[src/rtl/cpd_pkg.sv]
package cpd_pkg;

    localparam int unsigned MV_W           = 15;
    localparam int unsigned CFG_IDX_W      = 3;
    localparam int unsigned WINDOW_LEN_DEF = 10;

    typedef logic [MV_W-1:0] t_mv;

    typedef enum logic [CFG_IDX_W-1:0] {
        CFG_NEWER_BOARD = 3'd0,
        CFG_RISE_MV     = 3'd1,
        CFG_FALL_MV     = 3'd2,
        CFG_CHARGE_MIN  = 3'd3,
        CFG_SYS_LOAD    = 3'd4,
        CFG_VOLT_STEP   = 3'd5,
        CFG_SPREAD_MAX  = 3'd6
    } t_cfg_idx;

    localparam logic RST_NEWER_BOARD = 1'b1;
    localparam t_mv  RST_RISE_MV     = 15'd70;
    localparam t_mv  RST_FALL_MV     = 15'd50;
    localparam t_mv  RST_CHARGE_MIN  = 15'd150;
    localparam t_mv  RST_SYS_LOAD    = 15'd2000;
    localparam t_mv  RST_VOLT_STEP   = 15'd150;
    localparam t_mv  RST_SPREAD_MAX  = 15'd1000;

    typedef struct packed {
        logic charging;
        logic plugged;
        logic unplug;
        logic hotplug;
    } t_flags;

endpackage

[src/rtl/cpd_if.sv]
interface cpd_in_if;
    import cpd_pkg::*;
    logic valid;
    logic ready;
    logic charger_present;
    t_mv  battery_mv;
    t_mv  system_ma;
    t_mv  charge_ma;
    modport source (output valid, charger_present, battery_mv, system_ma, charge_ma,
                    input ready);
    modport sink   (input valid, charger_present, battery_mv, system_ma, charge_ma,
                    output ready);
endinterface

interface cpd_out_if;
    logic valid;
    logic ready;
    logic is_charging;
    logic charger_plugged;
    logic unplug_detected;
    logic hotplug_armed;
    modport source (output valid, is_charging, charger_plugged, unplug_detected,
                    hotplug_armed, input ready);
    modport sink   (input valid, is_charging, charger_plugged, unplug_detected,
                    hotplug_armed, output ready);
endinterface

interface cpd_cfg_if;
    import cpd_pkg::*;
    logic                 valid;
    logic                 ready;
    logic [CFG_IDX_W-1:0] addr;
    t_mv                  data;
    modport source (output valid, addr, data, input ready);
    modport sink   (input valid, addr, data, output ready);
endinterface

[src/rtl/cpd_ram.sv]
module cpd_ram #(
    parameter int unsigned WIDTH = 15,
    parameter int unsigned DEPTH = 10
) (
    input  logic                                       i_clk,
    input  logic                                       i_we,
    input  logic [((DEPTH > 1) ? $clog2(DEPTH) : 1)-1:0] i_waddr,
    input  logic [WIDTH-1:0]                           i_wdata,
    input  logic                                       i_re,
    input  logic [((DEPTH > 1) ? $clog2(DEPTH) : 1)-1:0] i_raddr,
    output logic [WIDTH-1:0]                           o_rdata
);
    logic [WIDTH-1:0] r_mem [DEPTH];
    logic [WIDTH-1:0] r_rdata;

    always_ff @(posedge i_clk) begin
        if (i_we) begin
            r_mem[i_waddr] <= i_wdata;
        end
        if (i_re) begin
            r_rdata <= r_mem[i_raddr];
        end
    end

    assign o_rdata = r_rdata;
endmodule

[src/rtl/cpd_cmp.sv]
module cpd_cmp (
    input  cpd_pkg::t_mv i_a,
    input  cpd_pkg::t_mv i_b,
    output logic         o_gt,
    output cpd_pkg::t_mv o_diff
);
    import cpd_pkg::*;

    logic [MV_W:0] sub;

    // one subtractor gives the ordering test, a second one gives the spread
    assign sub    = {1'b0, i_b} - {1'b0, i_a};
    assign o_gt   = sub[MV_W];
    assign o_diff = i_a - i_b;
endmodule

[src/rtl/charger_presence_detector.sv]
// channel  | direction | transfer carries
// ---------+-----------+----------------------------------------------------------
// i_in     | in        | charger_present, battery_mv, system_ma, charge_ma
// o_out    | out       | is_charging, charger_plugged, unplug_detected, hotplug_armed
// i_cfg    | in        | addr (register index), data; always ready
//
// a sample runs eval, finish and emit (a low pin runs eval and emit); when the window
// closes, the trend check runs after eval: one compare/subtract unit walks the stored
// currents, one ram read and two compares per entry, then the trend step.
// i_in.ready is high only in idle; a result waits in the output register while the
// next sample is taken, and a finished sample waits for that register to empty.
// i_rst_n is synchronous, active low; state, flags, reference, fill and configuration go to reset.
module charger_presence_detector #(
    parameter int unsigned WINDOW_LEN = cpd_pkg::WINDOW_LEN_DEF
) (
    input  logic        i_clk,
    input  logic        i_rst_n,
    cpd_in_if.sink      i_in,
    cpd_out_if.source   o_out,
    cpd_cfg_if.sink     i_cfg
);
    import cpd_pkg::*;

    localparam int unsigned AW = (WINDOW_LEN > 1) ? $clog2(WINDOW_LEN) : 1;
    localparam logic [AW-1:0] LAST      = AW'(WINDOW_LEN - 1);
    localparam logic [AW-1:0] LAST_WALK = AW'(WINDOW_LEN - 2);

    typedef enum logic [2:0] {
        S_IDLE, S_EVAL, S_READ, S_MAX, S_MIN, S_TREND, S_FINISH, S_EMIT
    } t_state;

    // configuration
    logic r_newer;
    t_mv  r_rise_mv, r_fall_mv, r_chg_min, r_sys_load, r_step, r_spread;

    // sample
    logic r_pin;
    t_mv  r_v, r_s, r_c;

    t_state         r_state, n_state;
    logic           r_charging, n_charging;
    logic           r_plugged, n_plugged;
    logic           r_unplug, n_unplug;
    logic           r_hotplug, n_hotplug;
    t_mv            r_ref, n_ref;
    t_mv            r_volt0, n_volt0;
    logic [AW-1:0]  r_fill, n_fill;
    logic           r_wrap, n_wrap;
    logic [AW-1:0]  r_idx, n_idx;
    t_mv            r_mx, n_mx;
    t_mv            r_mn, n_mn;
    logic           r_out_valid, n_out_valid;
    t_flags         r_out;

    logic           in_acc, out_load;
    logic           ram_we, ram_re;
    logic [AW-1:0]  ram_wa, pos;
    t_mv            ram_wd, ram_rd;
    t_mv            cmp_a, cmp_b, cmp_diff;
    logic           cmp_gt;
    logic           chg_hi, sys_hi, steady;
    logic           rise_ge, rise_le, drop, gain;
    logic signed [MV_W+1:0] rise, change, step_s;

    assign in_acc     = i_in.valid && i_in.ready;
    assign i_in.ready = (r_state == S_IDLE);
    assign i_cfg.ready = 1'b1;

    always_ff @(posedge i_clk) begin
        if (!i_rst_n) begin
            r_newer    <= RST_NEWER_BOARD;
            r_rise_mv  <= RST_RISE_MV;
            r_fall_mv  <= RST_FALL_MV;
            r_chg_min  <= RST_CHARGE_MIN;
            r_sys_load <= RST_SYS_LOAD;
            r_step     <= RST_VOLT_STEP;
            r_spread   <= RST_SPREAD_MAX;
        end else if (i_cfg.valid) begin
            case (t_cfg_idx'(i_cfg.addr))
                CFG_NEWER_BOARD: r_newer    <= i_cfg.data[0];
                CFG_RISE_MV:     r_rise_mv  <= i_cfg.data;
                CFG_FALL_MV:     r_fall_mv  <= i_cfg.data;
                CFG_CHARGE_MIN:  r_chg_min  <= i_cfg.data;
                CFG_SYS_LOAD:    r_sys_load <= i_cfg.data;
                CFG_VOLT_STEP:   r_step     <= i_cfg.data;
                CFG_SPREAD_MAX:  r_spread   <= i_cfg.data;
                default: ;
            endcase
        end
    end

    always_ff @(posedge i_clk) begin
        if (in_acc) begin
            r_pin <= i_in.charger_present;
            r_v   <= i_in.battery_mv;
            r_s   <= i_in.system_ma;
            r_c   <= i_in.charge_ma;
        end
    end

    cpd_ram #(
        .WIDTH (MV_W),
        .DEPTH (WINDOW_LEN)
    ) u_amps (
        .i_clk   (i_clk),
        .i_we    (ram_we),
        .i_waddr (ram_wa),
        .i_wdata (ram_wd),
        .i_re    (ram_re),
        .i_raddr (r_idx),
        .o_rdata (ram_rd)
    );

    cpd_cmp u_cmp (
        .i_a    (cmp_a),
        .i_b    (cmp_b),
        .o_gt   (cmp_gt),
        .o_diff (cmp_diff)
    );

    assign pos     = (r_fill >= LAST) ? LAST : r_fill;
    assign chg_hi  = (r_c >= r_chg_min);
    assign sys_hi  = (r_s > r_sys_load);
    assign rise    = $signed({2'b00, r_v}) - $signed({2'b00, r_ref});
    assign rise_ge = (rise >= $signed({2'b00, r_rise_mv}));
    assign rise_le = (rise <= $signed({2'b00, r_fall_mv}));
    assign change  = $signed({2'b00, r_v}) - $signed({2'b00, r_volt0});
    assign step_s  = $signed({2'b00, r_step});
    assign drop    = (change < -step_s);
    assign gain    = (change > step_s);
    assign steady  = (cmp_diff < r_spread);

    always_comb begin
        n_state     = r_state;
        n_charging  = r_charging;
        n_plugged   = r_plugged;
        n_unplug    = r_unplug;
        n_hotplug   = r_hotplug;
        n_ref       = r_ref;
        n_volt0     = r_volt0;
        n_fill      = r_fill;
        n_wrap      = r_wrap;
        n_idx       = r_idx;
        n_mx        = r_mx;
        n_mn        = r_mn;
        ram_we      = 1'b0;
        ram_wa      = pos;
        ram_wd      = r_s;
        ram_re      = 1'b0;
        out_load    = 1'b0;
        cmp_a       = r_mn;
        cmp_b       = ram_rd;

        case (r_state)
            S_IDLE: begin
                if (in_acc) begin
                    n_state = S_EVAL;
                end
            end
            S_EVAL: begin
                n_wrap = 1'b0;
                if (!r_pin) begin
                    n_ref      = r_v;
                    n_hotplug  = 1'b1;
                    n_charging = 1'b0;
                    n_plugged  = 1'b0;
                    n_unplug   = 1'b1;
                    n_state    = S_EMIT;
                end else begin
                    n_plugged = 1'b1;
                    n_state   = S_FINISH;
                    if (r_newer) begin
                        if (chg_hi) begin
                            n_charging = 1'b1;
                            n_unplug   = 1'b0;
                            n_hotplug  = 1'b0;
                        end
                        if (!chg_hi && !sys_hi) begin
                            n_charging = 1'b0;
                            n_unplug   = 1'b1;
                            n_hotplug  = 1'b0;
                        end
                        ram_we = 1'b1;
                        if (pos == '0) begin
                            n_volt0 = r_v;
                        end
                        if (pos == LAST) begin
                            n_wrap = 1'b1;
                            n_fill = AW'(1);
                            // trend check sees the hotplug flag after the current rules
                            if (!chg_hi && sys_hi && !n_hotplug) begin
                                n_idx   = '0;
                                n_mx    = r_s;
                                n_mn    = r_s;
                                n_state = S_READ;
                            end
                        end else begin
                            n_fill = pos + AW'(1);
                        end
                    end
                end
            end
            S_READ: begin
                ram_re  = 1'b1;
                n_state = S_MAX;
            end
            S_MAX: begin
                cmp_a = ram_rd;
                cmp_b = r_mx;
                if (cmp_gt) begin
                    n_mx = ram_rd;
                end
                n_state = S_MIN;
            end
            S_MIN: begin
                cmp_a = r_mn;
                cmp_b = ram_rd;
                if (cmp_gt) begin
                    n_mn = ram_rd;
                end
                if (r_idx == LAST_WALK) begin
                    n_state = S_TREND;
                end else begin
                    n_idx   = r_idx + AW'(1);
                    n_state = S_READ;
                end
            end
            S_TREND: begin
                cmp_a = r_mx;
                cmp_b = r_mn;
                if (drop && steady && !r_unplug) begin
                    n_charging = 1'b0;
                    n_unplug   = 1'b1;
                end
                if (gain && steady && r_unplug) begin
                    n_charging = 1'b1;
                    n_unplug   = 1'b0;
                end
                n_state = S_FINISH;
            end
            S_FINISH: begin
                // confirm before clear, clear sees the flag as confirm left it
                if (rise_ge && r_hotplug) begin
                    n_hotplug  = 1'b0;
                    n_charging = 1'b1;
                end
                if (rise_le && n_hotplug) begin
                    n_charging = 1'b0;
                end
                // last entry carried into the next window
                if (r_wrap) begin
                    ram_we  = 1'b1;
                    ram_wa  = '0;
                    n_volt0 = r_v;
                end
                n_state = S_EMIT;
            end
            S_EMIT: begin
                if (!r_out_valid || o_out.ready) begin
                    out_load = 1'b1;
                    n_state  = S_IDLE;
                end
            end
            default: begin
                n_state = S_IDLE;
            end
        endcase

        if (out_load) begin
            n_out_valid = 1'b1;
        end else if (o_out.ready) begin
            n_out_valid = 1'b0;
        end else begin
            n_out_valid = r_out_valid;
        end
    end

    always_ff @(posedge i_clk) begin
        if (!i_rst_n) begin
            r_state     <= S_IDLE;
            r_charging  <= 1'b0;
            r_plugged   <= 1'b0;
            r_unplug    <= 1'b0;
            r_hotplug   <= 1'b0;
            r_ref       <= '0;
            r_volt0     <= '0;
            r_fill      <= '0;
            r_wrap      <= 1'b0;
            r_out_valid <= 1'b0;
        end else begin
            r_state     <= n_state;
            r_charging  <= n_charging;
            r_plugged   <= n_plugged;
            r_unplug    <= n_unplug;
            r_hotplug   <= n_hotplug;
            r_ref       <= n_ref;
            r_volt0     <= n_volt0;
            r_fill      <= n_fill;
            r_wrap      <= n_wrap;
            r_out_valid <= n_out_valid;
        end
        r_idx <= n_idx;
        r_mx  <= n_mx;
        r_mn  <= n_mn;
        if (out_load) begin
            r_out <= '{charging: r_charging, plugged: r_plugged,
                       unplug: r_unplug, hotplug: r_hotplug};
        end
    end

    assign o_out.valid           = r_out_valid;
    assign o_out.is_charging     = r_out.charging;
    assign o_out.charger_plugged = r_out.plugged;
    assign o_out.unplug_detected = r_out.unplug;
    assign o_out.hotplug_armed   = r_out.hotplug;

    a_busy_after_transfer: assert property (@(posedge i_clk) disable iff (!i_rst_n)
        in_acc |=> !i_in.ready)
        else $error("input taken again while a sample is in work");

    a_load_only_in_emit: assert property (@(posedge i_clk) disable iff (!i_rst_n)
        $rose(o_out.valid) |-> $past(r_state == S_EMIT))
        else $error("result appeared outside the emit step");

    a_fill_in_range: assert property (@(posedge i_clk) disable iff (!i_rst_n)
        r_fill <= LAST)
        else $error("window fill beyond last position");

    a_pin_low_flags: assert property (@(posedge i_clk) disable iff (!i_rst_n)
        (out_load && !r_pin) |=> (o_out.hotplug_armed && o_out.unplug_detected
                                  && !o_out.is_charging && !o_out.charger_plugged))
        else $error("low pin sample gave wrong flags");

endmodule
[src/flat_wrapper.sv]
// flat-port wrapper written by rule: the top's interface ports become plain ports
module charger_presence_detector_flat import cpd_pkg::*;
#(
    parameter int unsigned WINDOW_LEN = cpd_pkg::WINDOW_LEN_DEF
)
  (i_clk, i_rst_n, i_in_valid, i_in_charger_present, i_in_battery_mv, i_in_system_ma, i_in_charge_ma, i_in_ready, o_out_valid, o_out_is_charging, o_out_charger_plugged, o_out_unplug_detected, o_out_hotplug_armed, o_out_ready, i_cfg_valid, i_cfg_addr, i_cfg_data, i_cfg_ready);
  cpd_in_if i_in_i ();
  cpd_out_if o_out_i ();
  cpd_cfg_if i_cfg_i ();
  input  logic i_clk;
  input  logic i_rst_n;
  input wire logic [$bits(i_in_i.valid)-1:0] i_in_valid;
  input wire logic [$bits(i_in_i.charger_present)-1:0] i_in_charger_present;
  input wire logic [$bits(i_in_i.battery_mv)-1:0] i_in_battery_mv;
  input wire logic [$bits(i_in_i.system_ma)-1:0] i_in_system_ma;
  input wire logic [$bits(i_in_i.charge_ma)-1:0] i_in_charge_ma;
  output wire logic [$bits(i_in_i.ready)-1:0] i_in_ready;
  output wire logic [$bits(o_out_i.valid)-1:0] o_out_valid;
  output wire logic [$bits(o_out_i.is_charging)-1:0] o_out_is_charging;
  output wire logic [$bits(o_out_i.charger_plugged)-1:0] o_out_charger_plugged;
  output wire logic [$bits(o_out_i.unplug_detected)-1:0] o_out_unplug_detected;
  output wire logic [$bits(o_out_i.hotplug_armed)-1:0] o_out_hotplug_armed;
  input wire logic [$bits(o_out_i.ready)-1:0] o_out_ready;
  input wire logic [$bits(i_cfg_i.valid)-1:0] i_cfg_valid;
  input wire logic [$bits(i_cfg_i.addr)-1:0] i_cfg_addr;
  input wire logic [$bits(i_cfg_i.data)-1:0] i_cfg_data;
  output wire logic [$bits(i_cfg_i.ready)-1:0] i_cfg_ready;
  assign i_in_i.valid = i_in_valid;
  assign i_in_i.charger_present = i_in_charger_present;
  assign i_in_i.battery_mv = i_in_battery_mv;
  assign i_in_i.system_ma = i_in_system_ma;
  assign i_in_i.charge_ma = i_in_charge_ma;
  assign i_in_ready = i_in_i.ready;
  assign o_out_valid = o_out_i.valid;
  assign o_out_is_charging = o_out_i.is_charging;
  assign o_out_charger_plugged = o_out_i.charger_plugged;
  assign o_out_unplug_detected = o_out_i.unplug_detected;
  assign o_out_hotplug_armed = o_out_i.hotplug_armed;
  assign o_out_i.ready = o_out_ready;
  assign i_cfg_i.valid = i_cfg_valid;
  assign i_cfg_i.addr = i_cfg_addr;
  assign i_cfg_i.data = i_cfg_data;
  assign i_cfg_ready = i_cfg_i.ready;
  charger_presence_detector #(.WINDOW_LEN(WINDOW_LEN)) u_core (.i_clk(i_clk), .i_rst_n(i_rst_n), .i_in(i_in_i), .o_out(o_out_i), .i_cfg(i_cfg_i));
endmodule
[config.mk]
export PLATFORM = sky130hd
export DESIGN_NAME = charger_presence_detector_flat
export DESIGN_NICKNAME = d
export VERILOG_FILES = /design/src/rtl/cpd_pkg.sv /design/src/rtl/cpd_if.sv /design/src/rtl/cpd_ram.sv /design/src/rtl/cpd_cmp.sv /design/src/rtl/charger_presence_detector.sv /design/src/flat_wrapper.sv
export SDC_FILE = /design/constraint.sdc
export NUM_CORES = 1
export LEC_CHECK = 0
export BUFFER_PORTS_ARGS = -buffer_cell sky130_fd_sc_hd__buf_4
export CAP_MARGIN = 5
export CORE_MARGIN = 4
export CORE_UTILIZATION = 45
export DETAILED_ROUTE_END_ITERATION = 16
export GPL_TIMING_DRIVEN = 0
export SYNTH_ARGS = -nofsm -noshare
export SYNTH_HDL_FRONTEND = slang
export SYNTH_HIERARCHICAL = 1
export SYNTH_SLANG_ARGS = --single-unit
[constraint.sdc]
create_clock -name i_clk -period 14.9 [get_ports i_clk]
set_input_delay 2.98 -clock i_clk [delete_from_list [all_inputs] [get_ports i_clk]]
set_output_delay 2.98 -clock i_clk [all_outputs]
set_load 0.03 [all_outputs]
==> run summary <==
final setup violation count - 0
most frequent cell after synthesis - nand2_1
Post-Synth Simple-Gate Area - 13.1%
WL/cell - 18.6 um
FP Rows - 77
share of layout cells above drive strength 1 - 11.8%
core region area - 44500 um2
Synth Warn # - 6
Mapped Nets - 2226
Worst slew margin - 22.6%
Post-DP Area - 21900 um2
top_reg_cell synth - edfxtp_1
first-pass GRT wire length - 80.3 mm
asr flop ratio synth - 0%
CTS max path bufs - 3
Post-Syn Area per Cell - 10.3 um2
static leakage - 8.90 nW
final slew viol count - 0
period utilization - 40.8%
Tmin final - 6.07 ns
post-DP HPWL - 38.8 mm
Vias - 14900
Post-Syn Instances - 1987
largest family of logic cells by synthesized area - compound AO/OA/AOI/OAI gates
# nets final - 2355
area share of the largest cell type after synthesis - 36.6%
Crit-path slowest cell - or4_1
Setup CP Type - reg -> reg
setup TNS - 0 ns
Initial Utilization - 45.9%
RR Endpoint - u_core/r_charging
busiest grt layer - met2
clock-pin slew on the worst setup and hold paths - 0.06 ns
Worst path max stage delay - 0.54 ns
htree depth - 2
Synth top cells by count - nand2_1 (395), edfxtp_1 (249), inv_1 (168)
final hold viol count - 0
Num CTS Buffers - 42
Root Driver - clkbuf_16
R2R depth - 24
dpl ws - 8.82 ns
crit-path max FO - 10
r2r setup slk - 8.83 ns
Die H - 221 um
Seq/Total Area, Yosys - 49.7%
startpoint types - flip-flop
Synth Area in Compound Gates - 15.0%
Pre-antenna DRT Iters - 5
initial DRC count - 949
max-cap check violation count - 0
FF-to-FF Start - u_core/r_state[2]
Max Fclk - 165 MHz
worst hold path type - reg -> reg
IO Pins - 76
grt ovf - 0
PnR worst setup slack - 8.83 ns
Fin Hold WS - 0.439 ns
crit path from - u_core/r_state[2]
Area Overhead vs Synth - 13.9%
CTS tree - built
XOR/XNOR Fraction of Synth Area - 1.97%
Synth area leader - edfxtp_1
RSZ-0062 raised after global routing - no
grt met3 use - 2.65%
outcome - finished clean
Synth area leaders - edfxtp_1 (37%), dfxtp_1 (13%), ha_1 (10%)
post-CTS setup buffers - 0
largest net degree at the start of global routing - 25
Critical Path End - u_core/r_charging
Synth Register Bits - 383
actual slew at the worst max-slew pin - 1.13 ns
Routed WL - 51.1 mm
# clock sinks - 383
full die area - 48900 um2
total track usage - 20.4%
Die Span X - 221 um
Filler Cell Count - 4024
number of global-route vias before repair - 14300
CTS Hold Buffers Added - 0
antenna violations before repair - 1
WP data required - 15.36 ns
worst path arrival time - 6.53 ns
drt via density - 5.43
Crit path depth - 24
routability cong. - 0.857
worst skew pair latency - 0.58 ns
Design Area, Final - 23300 um2
GR met2 Demand/Resource - 31.5%
Distinct cells, synth - 76
Final Util - 52.3%
routing usage on met1 - 30.8%
Cell Chain, Critical Path - buf_4 > inv_2 > and3_1 > clkbuf_1 > clkbuf_1 > nand2_1 > nand3_1 > inv_1 > ha_1 > fa_1 > nor2b_1 > o211ai_1 > a21oi_1 > a21oi_1 > xnor2_1 > ha_1 > o21a_1 > nor2_1 > nor2_1 > a31oi_1 > o31a_2 > nor3_1 > or4_1 > o311a_1
critical path's top delay family - simple AND/OR/NAND/NOR gates
Worst Skew - 0.0209 ns
Detail Route Antenna Nets - 0
crit path buf inv count - 5
pwr dens - 146 nW/um2
Post-synth EDFFs - 249
Synth Cell Area - 20400 um2
Port Buffers - 73
mux contribution to synthesized area - 4.87%
Post-route DRC - 0
# resized after CTS - 0
crit path capture type - flip-flop
worst ir drop on vdd - 0.0000976 V
Post-Synth Adder-Cell Area - 10.5%
## layout by cell type (no fill, tap or decap), types with 29 or more instances in the layout
| master | netlist | final |
|---|---|---|
| clkbuf_1 | 61 | 65 |
| a22oi_1 | 29 | 29 |
| a21o_1 | 29 | 29 |
| a21boi_0 | 103 | 103 |
| buf_4 | 4 | 84 |
| o211ai_1 | 39 | 39 |
| nand2_1 | 395 | 395 |
| o21ai_0 | 37 | 37 |
| mux2i_1 | 33 | 33 |
| mux2_2 | 54 | 54 |
| ha_1 | 167 | 167 |
| edfxtp_1 | 249 | 249 |
| a21oi_1 | 55 | 55 |
| nor2_1 | 83 | 83 |
| xnor2_1 | 40 | 40 |
| inv_1 | 168 | 168 |
| dfxtp_1 | 134 | 134 |
| clkbuf_16 | 0 | 43 |
## stage by stage
stage	instances	power, mW
3_5_place_dp	2663	2.36
6_report	2739	3.40
4_1_cts	2737	3.42
2_1_floorplan	1987	2.05
3_3_place_gp	2652	2.32
5_1_grt	2739	3.62
## state kept, by name (all words and copies together), names as in the netlist, 3 cells and up
signal and cells:
u_core/r_s 15, u_core/r_fall_mv 15, u_core/r_idx 4, u_core/u_amps/r_mem 150, u_core/r_step 15, u_core/u_amps/o_rdata 15, u_core/r_rise_mv 15, u_core/r_volt0 15
u_core/r_mx 15, u_core/r_sys_load 15, u_core/r_fill 4, u_core/r_c 15, u_core/r_mn 15, u_core/r_spread 15, u_core/r_v 15, u_core/r_state 3
u_core/r_ref 15, u_core/r_chg_min 15
## worst register-to-register path, delay by kind of cell (launching register included)
| family | cells | cell delay, ns |
|---|---|---|
| and+or+nand+nor | 8 | 1.58 |
| AOI/OAI and AO/OA | 7 | 1.53 |
| buffers and inverters | 5 | 1.20 |
| xor gates and xnor gates | 1 | 0.34 |
| DFF | 1 | 0.30 |
| adders and majority gates | 3 | 1.01 |
## report_power, final
part	switching [mW]	internal, mW	total (mW)
Clock	0.439	0.618	1.06
Combinational	0.618	0.423	1.04
Sequential	0.0741	1.23	1.30
Total	1.13	2.27	3.40
## layer usage
| layer | routed length (um) | share of wire [%] |
|---|---|---|
| met4 | 851 | 1.7 |
| met5 | 0 | 0 |
| met1 | 25200 | 49 |
| met2 | 22500 | 44 |
| met3 | 2500 | 4.9 |
## cell families after synthesis
family                   after synthesis
adder cells (fa/ha/maj)              170
buffers and inverters                246
XOR/XNOR                              46
flip-flops                           383
multiplexers                          92
other                                  1
AND/OR/NAND/NOR                      624
AO/OA/AOI/OAI                        425
## cell type report
type / count / area [um2] / share of cell area, %
clock inverter: 24 / 274 / 1.18
timing repair buffer: 85 / 677 / 2.91
multi-input combinational: 1358 / 9310 / 40.0
sequential: 383 / 10200 / 43.6
tap: 592 / 741 / 3.18
inverter: 169 / 634 / 2.72
antenna: 1 / 2.50 / 0.0107
clock buffer: 50 / 1130 / 4.86
buffer: 77 / 359 / 1.54
## worst min path at each step
stage | from | to | slack (ns) | depth (start not counted)
after floorplan | u_core/r_plugged | u_core/o_out.charger_plugged | 0.41 | 0
after global routing | u_core/r_plugged | u_core/o_out.charger_plugged | 0.45 | 0
after global placement | u_core/r_plugged | u_core/o_out.charger_plugged | 0.42 | 0
final | u_core/r_plugged | u_core/o_out.charger_plugged | 0.44 | 0
after CTS | u_core/r_plugged | u_core/o_out.charger_plugged | 0.43 | 0
after detailed placement | u_core/r_plugged | u_core/o_out.charger_plugged | 0.42 | 0
Note: power is estimated with default switching activity, not from simulation.
